===== config.mk =====
export PLATFORM = sky130hd
export DESIGN_NAME = nibble_frame_receiver_flat
export DESIGN_NICKNAME = d
export VERILOG_FILES = /design/src/rtl/nfr_pkg.sv /design/src/rtl/nfr_if.sv /design/src/rtl/nibble_frame_receiver.sv /design/src/flat_wrapper.sv
export SDC_FILE = /design/constraint.sdc
export NUM_CORES = 2
export LEC_CHECK = 0
export ABC_AREA = 1
export ABC_CLOCK_PERIOD_IN_PS = 13400
export BUFFER_PORTS_ARGS = -buffer_cell sky130_fd_sc_hd__buf_2
export CELL_PAD_IN_SITES_DETAIL_PLACEMENT = 2
export CELL_PAD_IN_SITES_GLOBAL_PLACEMENT = 2
export CORE_AREA = 2 2 598 659
export CTS_CLUSTER_DIAMETER = 30
export CTS_CLUSTER_SIZE = 14
export DETAILED_ROUTE_END_ITERATION = 8
export DIE_AREA = 0 0 600 661
export PLACE_DENSITY = 0.87
export SYNTH_ARGS = -nofsm -noshare
export SYNTH_HDL_FRONTEND = slang
export SYNTH_MEMORY_MAX_BITS = 65536
export SYNTH_SLANG_ARGS = --single-unit

===== constraint.sdc =====
create_clock -name clk -period 13.4 [get_ports clk]
set_input_delay 2.01 -clock clk [delete_from_list [all_inputs] [get_ports clk]]
set_output_delay 2.01 -clock clk [all_outputs]
set_load 0.005 [all_outputs]

===== src/rtl/nfr_pkg.sv =====
`timescale 1ns / 1ps
`default_nettype none
// ---------------------------------------------------------------------------
// nfr_pkg
// Shared codes and field widths for the nibble frame receiver.
// ---------------------------------------------------------------------------
package nfr_pkg;

  // Field widths of the two channels
  localparam int CMD_W     = 2;
  localparam int CHAN_W    = 1;
  localparam int CHAR_W    = 8;
  localparam int IDX_W     = 8;
  localparam int LEN_W     = 9;
  localparam int DATA_W    = 8;

  // Command codes
  localparam logic [CMD_W-1:0] CMD_RECEIVE = 2'd0;
  localparam logic [CMD_W-1:0] CMD_READ    = 2'd1;
  localparam logic [CMD_W-1:0] CMD_CLEAR   = 2'd2;

  // Status codes
  localparam logic STATUS_OK  = 1'b0;
  localparam logic STATUS_ERR = 1'b1;

  // Framing characters
  localparam logic [CHAR_W-1:0] CH_STX     = 8'h02;
  localparam logic [CHAR_W-1:0] CH_ETX     = 8'h03;
  localparam logic [CHAR_W-1:0] CH_UPPER_A = 8'h41;
  localparam logic [CHAR_W-1:0] CH_UPPER_Z = 8'h5a;
  localparam logic [CHAR_W-1:0] CH_LOWER_A = 8'h61;
  localparam logic [CHAR_W-1:0] CH_LOWER_Z = 8'h7a;
  localparam logic [3:0]        NIB_MASK   = 4'hf;

endpackage

`default_nettype wire


===== src/rtl/nfr_if.sv =====
`timescale 1ns / 1ps
`default_nettype none
// ---------------------------------------------------------------------------
// nfr_in_if / nfr_out_if
// Valid/ready channels for command items and result items.
// ---------------------------------------------------------------------------
interface nfr_in_if;
  import nfr_pkg::*;

  logic              valid;
  logic              ready;
  logic [CMD_W-1:0]  command;
  logic [CHAN_W-1:0] channel;
  logic [CHAR_W-1:0] rx_char;
  logic [IDX_W-1:0]  read_index;

  modport source (output valid, command, channel, rx_char, read_index, input ready);
  modport sink   (input valid, command, channel, rx_char, read_index, output ready);
endinterface

interface nfr_out_if;
  import nfr_pkg::*;

  logic              valid;
  logic              ready;
  logic              status;
  logic              frame_ready;
  logic [LEN_W-1:0]  frame_length;
  logic [DATA_W-1:0] read_data;

  modport source (output valid, status, frame_ready, frame_length, read_data, input ready);
  modport sink   (input valid, status, frame_ready, frame_length, read_data, output ready);
endinterface

`default_nettype wire


===== src/rtl/nibble_frame_receiver.sv =====
`timescale 1ns / 1ps
`default_nettype none
// ---------------------------------------------------------------------------
// nibble_frame_receiver
// Per-channel STX/ETX deframer with nibble-letter decoding, additive
// checksum check and a shared payload buffer memory.
// ---------------------------------------------------------------------------
//  Port       Direction  Transfer carries
//  in_chan    sink       command, channel, rx_char, read_index
//  out_chan   source     status, frame_ready, frame_length, read_data
//
//  One item per cycle sustained while out_chan is not stalled; each result
//  passes stage 1 (state update, memory read register), then the output register.
//  Per-channel state sits in flip-flops updated in the transfer cycle, so
//  items to the same channel follow back to back without interlock.
//  Reset (rst_n low, synchronous) clears all channel state and holds
//  in_chan.ready low; the payload memory is not cleared. A stalled output
//  holds both pipeline stages.
// ---------------------------------------------------------------------------
module nibble_frame_receiver #(
  parameter int CHANNELS     = 2,
  parameter int BUFFER_BYTES = 256
) (
  input  wire logic  clk,
  input  wire logic  rst_n,
  nfr_in_if.sink     in_chan,
  nfr_out_if.source  out_chan
);
  import nfr_pkg::*;

  localparam int CIW   = (CHANNELS > 1) ? $clog2(CHANNELS) : 1;
  localparam int CNTW  = $clog2(BUFFER_BYTES + 1);
  localparam int OFFW  = $clog2(BUFFER_BYTES);
  localparam int DEPTH = CHANNELS * BUFFER_BYTES;
  localparam int AW    = (DEPTH > 1) ? $clog2(DEPTH) : 1;
  localparam int CMPW  = (CNTW > IDX_W) ? CNTW : IDX_W;

  // Per-channel control state
  logic [CNTW-1:0]   cnt_r [CHANNELS];
  logic [7:0]        sum_r [CHANNELS];
  logic [7:0]        cur_r [CHANNELS];
  logic [CHANNELS-1:0] fv_r;

  logic [CNTW-1:0]   cnt_nxt;
  logic [7:0]        sum_nxt;
  logic [7:0]        cur_nxt;
  logic              fv_nxt;

  // Payload memory
  logic [DATA_W-1:0] mem [DEPTH];
  logic [DATA_W-1:0] mem_q_r;
  logic              mem_we;
  logic              mem_re;
  logic [AW-1:0]     mem_waddr;
  logic [AW-1:0]     mem_raddr;

  // Pipeline stages
  logic              s1_valid_r;
  logic              s1_status_r;
  logic              s1_fv_r;
  logic [LEN_W-1:0]  s1_len_r;
  logic              s1_rd_r;
  logic              out_valid_r;
  logic              out_status_r;
  logic              out_fv_r;
  logic [LEN_W-1:0]  out_len_r;
  logic [DATA_W-1:0] out_data_r;

  logic              accept;
  logic              s1_adv;
  logic              in_range;
  logic [CIW-1:0]    cidx;
  logic [CNTW-1:0]   cnt;
  logic [7:0]        sum;
  logic [7:0]        cur;
  logic              fv;
  logic [7:0]        ch;
  logic              is_upper;
  logic              is_lower;
  logic              status;
  logic              rd_ok;

  // Handshake: stage 1 advances when the output register is free; hold off in reset
  assign s1_adv        = !out_valid_r || out_chan.ready;
  assign in_chan.ready = rst_n && (!s1_valid_r || s1_adv);
  assign accept        = in_chan.valid && in_chan.ready;

  // Select channel state
  assign in_range = (CIW'(in_chan.channel) < CIW'(CHANNELS - 1)) ||
                    (CIW'(in_chan.channel) == CIW'(CHANNELS - 1));
  assign cidx     = CIW'(in_chan.channel);
  assign cnt      = cnt_r[cidx];
  assign sum      = sum_r[cidx];
  assign cur      = cur_r[cidx];
  assign fv       = fv_r[cidx];
  assign ch       = in_chan.rx_char;
  assign is_upper = (ch >= CH_UPPER_A) && (ch < CH_UPPER_Z);
  assign is_lower = (ch >= CH_LOWER_A) && (ch < CH_LOWER_Z);

  // Decode the command and compute the channel's next state
  always_comb begin
    cnt_nxt = cnt;
    sum_nxt = sum;
    cur_nxt = cur;
    fv_nxt  = fv;
    status  = STATUS_ERR;
    rd_ok   = 1'b0;
    mem_we  = 1'b0;
    unique case (in_chan.command)
      CMD_RECEIVE: begin
        if (ch == CH_STX) begin
          cnt_nxt = '0;
          sum_nxt = '0;
          cur_nxt = '0;
          fv_nxt  = 1'b0;
        end else if (ch == CH_ETX) begin
          if (cnt != '0) begin
            if (cur == sum) begin
              cnt_nxt = cnt - CNTW'(1);
              fv_nxt  = 1'b1;
              status  = STATUS_OK;
            end else begin
              cnt_nxt = '0;
              sum_nxt = '0;
              cur_nxt = '0;
              fv_nxt  = 1'b0;
            end
          end
        end else if (cnt >= CNTW'(BUFFER_BYTES)) begin
          cnt_nxt = '0;
          sum_nxt = '0;
          cur_nxt = '0;
          fv_nxt  = 1'b0;
        end else if (is_upper) begin
          if (cnt != '0) begin
            sum_nxt = sum + cur + 8'(cnt);
          end
          cur_nxt = {4'(ch - CH_UPPER_A) & NIB_MASK, 4'h0};
        end else if (is_lower) begin
          cur_nxt = cur | {4'h0, 4'(ch - CH_LOWER_A) & NIB_MASK};
          cnt_nxt = cnt + CNTW'(1);
          mem_we  = 1'b1;
        end
      end
      CMD_READ: begin
        if (fv && (CMPW'(in_chan.read_index) < CMPW'(cnt))) begin
          rd_ok  = 1'b1;
          status = STATUS_OK;
        end
      end
      CMD_CLEAR: begin
        cnt_nxt = '0;
        sum_nxt = '0;
        cur_nxt = '0;
        fv_nxt  = 1'b0;
        status  = STATUS_OK;
      end
      default: begin
        status = STATUS_ERR;
      end
    endcase
  end

  // Memory addresses: channel base plus byte offset
  assign mem_waddr = AW'(cidx) * AW'(BUFFER_BYTES) + AW'(cnt[OFFW-1:0]);
  assign mem_raddr = AW'(cidx) * AW'(BUFFER_BYTES) + AW'(OFFW'(in_chan.read_index));
  assign mem_re    = accept && in_range && rd_ok;

  // Update channel state on each transfer to a channel in range
  always_ff @(posedge clk) begin
    if (!rst_n) begin
      for (int i = 0; i < CHANNELS; i++) begin
        cnt_r[i] <= '0;
        sum_r[i] <= '0;
        cur_r[i] <= '0;
      end
      fv_r <= '0;
    end else if (accept && in_range) begin
      cnt_r[cidx] <= cnt_nxt;
      sum_r[cidx] <= sum_nxt;
      cur_r[cidx] <= cur_nxt;
      fv_r[cidx]  <= fv_nxt;
    end
  end

  // Payload memory: write appended bytes, registered read
  always_ff @(posedge clk) begin
    if (accept && in_range && mem_we) begin
      mem[mem_waddr] <= cur_nxt;
    end
    if (mem_re) begin
      mem_q_r <= mem[mem_raddr];
    end
  end

  // Stage 1: hold result fields while the read completes
  always_ff @(posedge clk) begin
    if (!rst_n) begin
      s1_valid_r <= 1'b0;
    end else if (accept) begin
      s1_valid_r <= 1'b1;
    end else if (s1_adv) begin
      s1_valid_r <= 1'b0;
    end
  end

  always_ff @(posedge clk) begin
    if (accept) begin
      s1_status_r <= in_range ? status : STATUS_ERR;
      s1_fv_r     <= in_range ? fv_nxt : 1'b0;
      s1_len_r    <= in_range ? LEN_W'(cnt_nxt) : '0;
      s1_rd_r     <= in_range && rd_ok;
    end
  end

  // Output register
  always_ff @(posedge clk) begin
    if (!rst_n) begin
      out_valid_r <= 1'b0;
    end else if (s1_adv) begin
      out_valid_r <= s1_valid_r;
    end
  end

  always_ff @(posedge clk) begin
    if (s1_adv && s1_valid_r) begin
      out_status_r <= s1_status_r;
      out_fv_r     <= s1_fv_r;
      out_len_r    <= s1_len_r;
      out_data_r   <= s1_rd_r ? mem_q_r : '0;
    end
  end

  assign out_chan.valid        = out_valid_r;
  assign out_chan.status       = out_status_r;
  assign out_chan.frame_ready  = out_fv_r;
  assign out_chan.frame_length = out_len_r;
  assign out_chan.read_data    = out_data_r;

endmodule

`default_nettype wire


===== src/flat_wrapper.sv =====
// flat-port wrapper written by rule: the top's interface ports become plain ports
module nibble_frame_receiver_flat import nfr_pkg::*;
#(
  parameter int CHANNELS     = 2,
  parameter int BUFFER_BYTES = 256
)
  (clk, rst_n, in_chan_valid, in_chan_command, in_chan_channel, in_chan_rx_char, in_chan_read_index, in_chan_ready, out_chan_valid, out_chan_status, out_chan_frame_ready, out_chan_frame_length, out_chan_read_data, out_chan_ready);
  nfr_in_if in_chan_i ();
  nfr_out_if out_chan_i ();
  input  wire logic clk;
  input  wire logic rst_n;
  input wire logic [$bits(in_chan_i.valid)-1:0] in_chan_valid;
  input wire logic [$bits(in_chan_i.command)-1:0] in_chan_command;
  input wire logic [$bits(in_chan_i.channel)-1:0] in_chan_channel;
  input wire logic [$bits(in_chan_i.rx_char)-1:0] in_chan_rx_char;
  input wire logic [$bits(in_chan_i.read_index)-1:0] in_chan_read_index;
  output wire logic [$bits(in_chan_i.ready)-1:0] in_chan_ready;
  output wire logic [$bits(out_chan_i.valid)-1:0] out_chan_valid;
  output wire logic [$bits(out_chan_i.status)-1:0] out_chan_status;
  output wire logic [$bits(out_chan_i.frame_ready)-1:0] out_chan_frame_ready;
  output wire logic [$bits(out_chan_i.frame_length)-1:0] out_chan_frame_length;
  output wire logic [$bits(out_chan_i.read_data)-1:0] out_chan_read_data;
  input wire logic [$bits(out_chan_i.ready)-1:0] out_chan_ready;
  assign in_chan_i.valid = in_chan_valid;
  assign in_chan_i.command = in_chan_command;
  assign in_chan_i.channel = in_chan_channel;
  assign in_chan_i.rx_char = in_chan_rx_char;
  assign in_chan_i.read_index = in_chan_read_index;
  assign in_chan_ready = in_chan_i.ready;
  assign out_chan_valid = out_chan_i.valid;
  assign out_chan_status = out_chan_i.status;
  assign out_chan_frame_ready = out_chan_i.frame_ready;
  assign out_chan_frame_length = out_chan_i.frame_length;
  assign out_chan_read_data = out_chan_i.read_data;
  assign out_chan_i.ready = out_chan_ready;
  nibble_frame_receiver #(.CHANNELS(CHANNELS), .BUFFER_BYTES(BUFFER_BYTES)) u_core (.clk(clk), .rst_n(rst_n), .in_chan(in_chan_i), .out_chan(out_chan_i));
endmodule

==> impl_summary.log, run 1 <==
INFO  metric synth_top_area_cell = sky130_fd_sc_hd__edfxtp_1
INFO  metric yosys_warnings = 0
INFO  metric postSynthCellCount = between 10000 and 15000
INFO  metric ctsLongestPathBuffers = 4
INFO  metric initial_core_util = 0.438
INFO  metric synth-simple-area-share = 0.231
INFO  metric synth_seq_cells = 4189
INFO  metric tritoncts.num_buffers = 726
INFO  metric synth_largest_type_area_fraction = 0.735
INFO  metric htree_num_levels = 6
INFO  metric last-stage-reached = 4_1_cts
INFO  metric place.gp.congestion = about 0.84
INFO  metric placement.setup.worst_slack = about 4100 ps
INFO  metric synth_compound_area_frac = 0.00424
INFO  metric buffer_ports.inserted = 43
INFO  metric portion_of_netlist_area_occupied_by_mux_cells = 0
INFO  metric post_synth_instance_area = 0.171 mm^2
INFO  metric synth_top_cells_by_area = sky130_fd_sc_hd__edfxtp_1, sky130_fd_sc_hd__nand3_1, sky130_fd_sc_hd__nand2_1
INFO  metric netlist-cell-type-count = 39
INFO  metric cts_resized = 0
INFO  metric die_w = 600 um
INFO  metric run_status = aborted with a tool error
INFO  metric synth.net_count = 14665
INFO  metric clock_root_cell = sky130_fd_sc_hd__clkbuf_16
INFO  metric synth_async_sr_flop_share = 0
INFO  metric syn_area_per_cell = 11.7 um^2
INFO  metric yosys_most_used_dff = sky130_fd_sc_hd__edfxtp_1
INFO  metric stop_error = [ERROR DPL-0033] detailed placement checks failed during check placement.
INFO  metric holdBufCountCts = 0
INFO  metric yosys.area_share.adder = 0.00299
INFO  metric boundaryPins = 44
INFO  metric cts.sink_count = 4189
INFO  metric ys_seq_area_frac = 0.735
INFO  metric rows = 241
INFO  metric dp_hpwl = 410 mm
INFO  metric die_y = 661 um
INFO  metric synth_top_family_by_area = simple AND/OR/NAND/NOR gates
INFO  metric synth_most_common_cell = sky130_fd_sc_hd__nand2_1
INFO  metric synth.top_cells.by_count = sky130_fd_sc_hd__nand2_1, sky130_fd_sc_hd__edfxtp_1, sky130_fd_sc_hd__nand3_1, sky130_fd_sc_hd__clkbuf_1, sky130_fd_sc_hd__nor2_1
INFO  metric post_synth_xor_area_fraction = 0.000410
INFO  metric synth_enable_flop_cells = roughly 4200
INFO  metric cts_setup_buffers = 0
[cells by family after synthesis]
group	count (synthesis)
and+or+nand+nor	9089
DFF	4189
buffers and inverters	1153
AOI/OAI and AO/OA	131
adders and majority gates	36
xor gates and xnor gates	8
[metrics by stage]
stage	util	instance area [um^2]	hold slack (ps)	instances
3_5_place_dp	0.450	176000	408	19052
3_3_place_gp	0.450	176000	404	19052
2_1_floorplan	-	171000	400	14606
==> run 2, diff against run 1 <==
--- a/config.mk
+++ b/config.mk
@@ -8,14 +8,10 @@
 export ABC_AREA = 1
 export ABC_CLOCK_PERIOD_IN_PS = 13400
 export BUFFER_PORTS_ARGS = -buffer_cell sky130_fd_sc_hd__buf_2
-export CELL_PAD_IN_SITES_DETAIL_PLACEMENT = 2
-export CELL_PAD_IN_SITES_GLOBAL_PLACEMENT = 2
-export CORE_AREA = 2 2 598 659
-export CTS_CLUSTER_DIAMETER = 30
-export CTS_CLUSTER_SIZE = 14
+export CORE_AREA = 2 2 657 659
 export DETAILED_ROUTE_END_ITERATION = 8
-export DIE_AREA = 0 0 600 661
-export PLACE_DENSITY = 0.87
+export DIE_AREA = 0 0 659 661
+export PLACE_DENSITY_LB_ADDON = 0.15
 export SYNTH_ARGS = -nofsm -noshare
 export SYNTH_HDL_FRONTEND = slang
 export SYNTH_MEMORY_MAX_BITS = 65536
==> run 2 against run 1 <==
The flow now finishes without violations. Area after synthesis stayed put. Synthesized cell count unchanged.
==> impl_summary.log, run 2 <==
INFO  metric run_status = completed
INFO  metric wire_length_per_cell_after_detailed_routing = 25.5 um
INFO  metric cts_setup_buffers = 0
INFO  metric synth_async_sr_flop_share = 0
INFO  metric finalHoldWorstSlack = 420 ps
INFO  metric critical_path.max_fanout = about 100
INFO  metric ctsLongestPathBuffers = 4
INFO  metric power.sequential.fraction = 0.512
INFO  metric largest_registers = u_core.mem (4096), u_core.cnt_r (18)
INFO  metric synth_compound_area_frac = 0.00424
INFO  metric synth_top_family_by_area = simple AND/OR/NAND/NOR gates
INFO  metric critical_path.top_delay_family = buffers and inverters
INFO  metric clock_tree_from_tritoncts = yes
INFO  metric report.power.total = 28.5 mW
INFO  metric postSynthCellCount = 14606
INFO  metric power.ir.vdd_worst = approximately 0.00012 V
INFO  metric yosys.area_share.adder = 0.00299
INFO  metric grt_first_pass_wirelength = 751 mm
INFO  metric worst_hold_path_type = reg2reg
INFO  metric tritoncts.num_buffers = ~450
INFO  metric yosys_warnings = 0
INFO  metric portion_of_netlist_area_occupied_by_mux_cells = 0
INFO  metric design_area = 0.190 mm^2
INFO  metric placed_cell_area = around 0.18 mm^2
INFO  metric final.fill_count = about 39000
INFO  metric drt-initial-drc-count = 12466
INFO  metric achievable-frequency = between 100 and 150 MHz
INFO  metric place.gp.congestion = 0.864
INFO  metric hold_path_depth = 0
INFO  metric htree_num_levels = 5
INFO  metric pin_count_of_the_biggest_net_entering_global_routing = just over 200
INFO  metric fp.dieArea = 0.436 mm^2
INFO  metric path_common_cell = sky130_fd_sc_hd__buf_4
INFO  metric endpoint_kind = flip-flop
INFO  metric cts_resized = 0
INFO  metric clk_pin_slew = 60 ps
INFO  metric synth_top_cells_by_area = sky130_fd_sc_hd__edfxtp_1, sky130_fd_sc_hd__nand3_1, sky130_fd_sc_hd__nand2_1
INFO  metric multiInputGateArea = 0.0408 mm^2
INFO  metric post_synth_instance_area = around 0.17 mm^2
INFO  metric power.share.switching = 0.236
INFO  metric final_layout_size_suffix_gt1_frac = 0.0615
INFO  metric worstSetupPathType = in2reg
INFO  metric post_layout_nonfiller_instances = 20355
INFO  metric firstDrtPassIters = 6
INFO  metric synth_top_area_cell = sky130_fd_sc_hd__edfxtp_1
INFO  metric core_area = ~0.43 mm^2
INFO  metric netlist-cell-type-count = 39
INFO  metric via_per_inst = approximately 5.5
INFO  metric postRouteAntennaNets = 0
INFO  metric route.vias.total = 111220
INFO  metric syn_to_final_growth = 11.3%
INFO  metric synth.net_count = 14665
INFO  metric ff_latch_area = 0.126 mm^2
INFO  metric synth_most_common_cell = sky130_fd_sc_hd__nand2_1
INFO  metric fin_crit_sh = 0.549
INFO  metric clock_root_cell = sky130_fd_sc_hd__clkbuf_16
INFO  metric post_synth_xor_area_fraction = 0.000410
INFO  metric power.share.clock = 0.420
INFO  metric grt_overflow_total = 0
INFO  metric period_minus_slack = 7360 ps
INFO  metric p_int = 21.7 mW
INFO  metric skew = 57.2 ps
INFO  metric dp_hpwl = 281 mm
INFO  metric total_leakage_power = 65.8 nW
INFO  metric synth_largest_type_area_fraction = 0.735
INFO  metric timing.final.ws_setup = 6040 ps
INFO  metric finalCoreUtilization = 0.444
INFO  metric fin_nets = 14337
INFO  metric largest_register_ffs = slightly above 4000
INFO  metric synth.top_cells.by_count = sky130_fd_sc_hd__nand2_1, sky130_fd_sc_hd__edfxtp_1, sky130_fd_sc_hd__nand3_1, sky130_fd_sc_hd__clkbuf_1, sky130_fd_sc_hd__nor2_1
INFO  metric timing.critical_path.buf_inv = 7
INFO  metric worst-slew-pin-transition = 1250 ps
INFO  metric clock_insertion_delay_worst_skew = 990 ps
INFO  metric path_cells = buf_2, buf_4, inv_2, or2_2, o21ai_0, inv_1, ha_1, nor2_1, nand2_1, nor4_1, nand2_1, nand2_4, nand2_4, o21ai_0, a22oi_1, inv_8, buf_4, buf_4
INFO  metric rows = between 200 and 250
INFO  metric timing.slew.headroom = 0.161
INFO  metric buffer_ports.inserted = 43
INFO  metric die_w = 659 um
INFO  metric routed_wl = between 500 and 600 mm
INFO  metric crit_path_top_delay_cell = sky130_fd_sc_hd__buf_4
INFO  metric yosys_most_used_dff = sky130_fd_sc_hd__edfxtp_1
INFO  metric number_of_antenna_violations_at_the_first_check_in_global_routing = 29
INFO  metric timing.final.hold_violations = 0
INFO  metric remaining_drc_errors = 0
INFO  metric drv_slew = 0
INFO  metric placed_cells_incl_taps = 19541
INFO  metric boundaryPins = 44
INFO  metric placement.setup.worst_slack = 5170 ps
INFO  metric synth_enable_flop_cells = 4185
INFO  metric die_y = 661 um
INFO  metric final-setup-viol-count = 0
INFO  metric number_of_global_route_vias_before_repair = 104814
INFO  metric initial_core_util = 0.399
INFO  metric cp.arrival = about 8000 ps
INFO  metric registers.top_by_ff_count = u_core.mem
INFO  metric holdBufCountCts = 0
INFO  metric rsz0062_at_grt = no
INFO  metric cts.sink_count = between 4000 and 5000
INFO  metric worstSetupPathDepth = 18
INFO  metric synth-simple-area-share = 0.231
INFO  metric most_frequent_cells_in_the_layout = sky130_fd_sc_hd__nand2_1, sky130_fd_sc_hd__edfxtp_1, sky130_fd_sc_hd__nand3_1
INFO  metric p_comb_frac = 0.068
INFO  metric ys_seq_area_frac = 0.735
INFO  metric worst_setup_path_start_kind = primary input
INFO  metric max_cap_violations = 0
INFO  metric power.density_cell_area = about 150 mW/mm^2
INFO  metric track_usage = 0.232
INFO  metric cpPeakStageDelay = 890 ps
INFO  metric length_in_cells_of_the_worst_reg_to_reg_path = 15
INFO  metric totalNegativeSetupSlack = 0 ps
INFO  metric total_switching_power = 6.73 mW
INFO  metric syn_area_per_cell = about 12 um^2
INFO  metric synth_seq_cells = 4189
INFO  metric timing.critical_path.required = 14010 ps
INFO  metric layout.cells.most_common = sky130_fd_sc_hd__nand2_1
-- run 2: cell counts after synthesis --
No cell type changed its count.
-- run 2: cell families (layout without fill, tap and decap cells) --
family                   Yosys count  in the layout
AND/OR/NAND/NOR                 9089           9089
flip-flops                      4189           4189
buffers and inverters           1153           1188
AO/OA/AOI/OAI                    131            131
adder cells (fa/ha/maj)           36             36
XOR/XNOR                           8              8
other                              0              4
-- run 2: power groups by stage --
| stage | Clock (mW) | Sequential [mW] | Combinational, mW |
|---|---|---|---|
| finish | 12.0 | 14.6 | 1.92 |
| global route | 12.6 | 14.6 | 2.08 |
| CTS | 12.1 | 14.6 | 1.93 |
| detailed placement | 0 | 14.9 | 1.93 |
| global placement | 0 | 14.9 | 1.92 |
| floorplan | 0 | 15.0 | 1.07 |
-- run 2: path summary, 6_finish.rpt --
kind,from,endpoint,slack (ps)
setup / recovery,in_chan_channel,u_core.mem[416][4],6040
hold / removal,u_core.s1_len_r[7],u_core.out_chan.frame_length[7],420
setup reg to reg,u_core.cur_r[1][3],u_core.mem[416][4],7980
hold reg to reg,u_core.s1_len_r[7],u_core.out_chan.frame_length[7],420
-- run 2: cell type report --
type | instances | share of cell area
diodes | 4 | 0.0000526
clock buffers | 556 | 0.0612
clock inverters | 254 | 0.0119
inverters | 161 | 0.00373
multi-input cells | 9264 | 0.214
flip-flops and latches | 4189 | 0.661
well taps | 5710 | 0.0375
repair buffers | 217 | 0.0106
-- run 2: routing by layer --
metal,up-vias,GRT usage,wire [um],part of all wire
met5,-,0,34,0.000066
met4,6,0.0658,15200,0.029
met3,663,0.0323,34900,0.067
met2,3776,0.366,240000,0.46
met1,55596,0.336,228000,0.44
li1,51179,-,-,-
(Power assumes the default switching activity.)
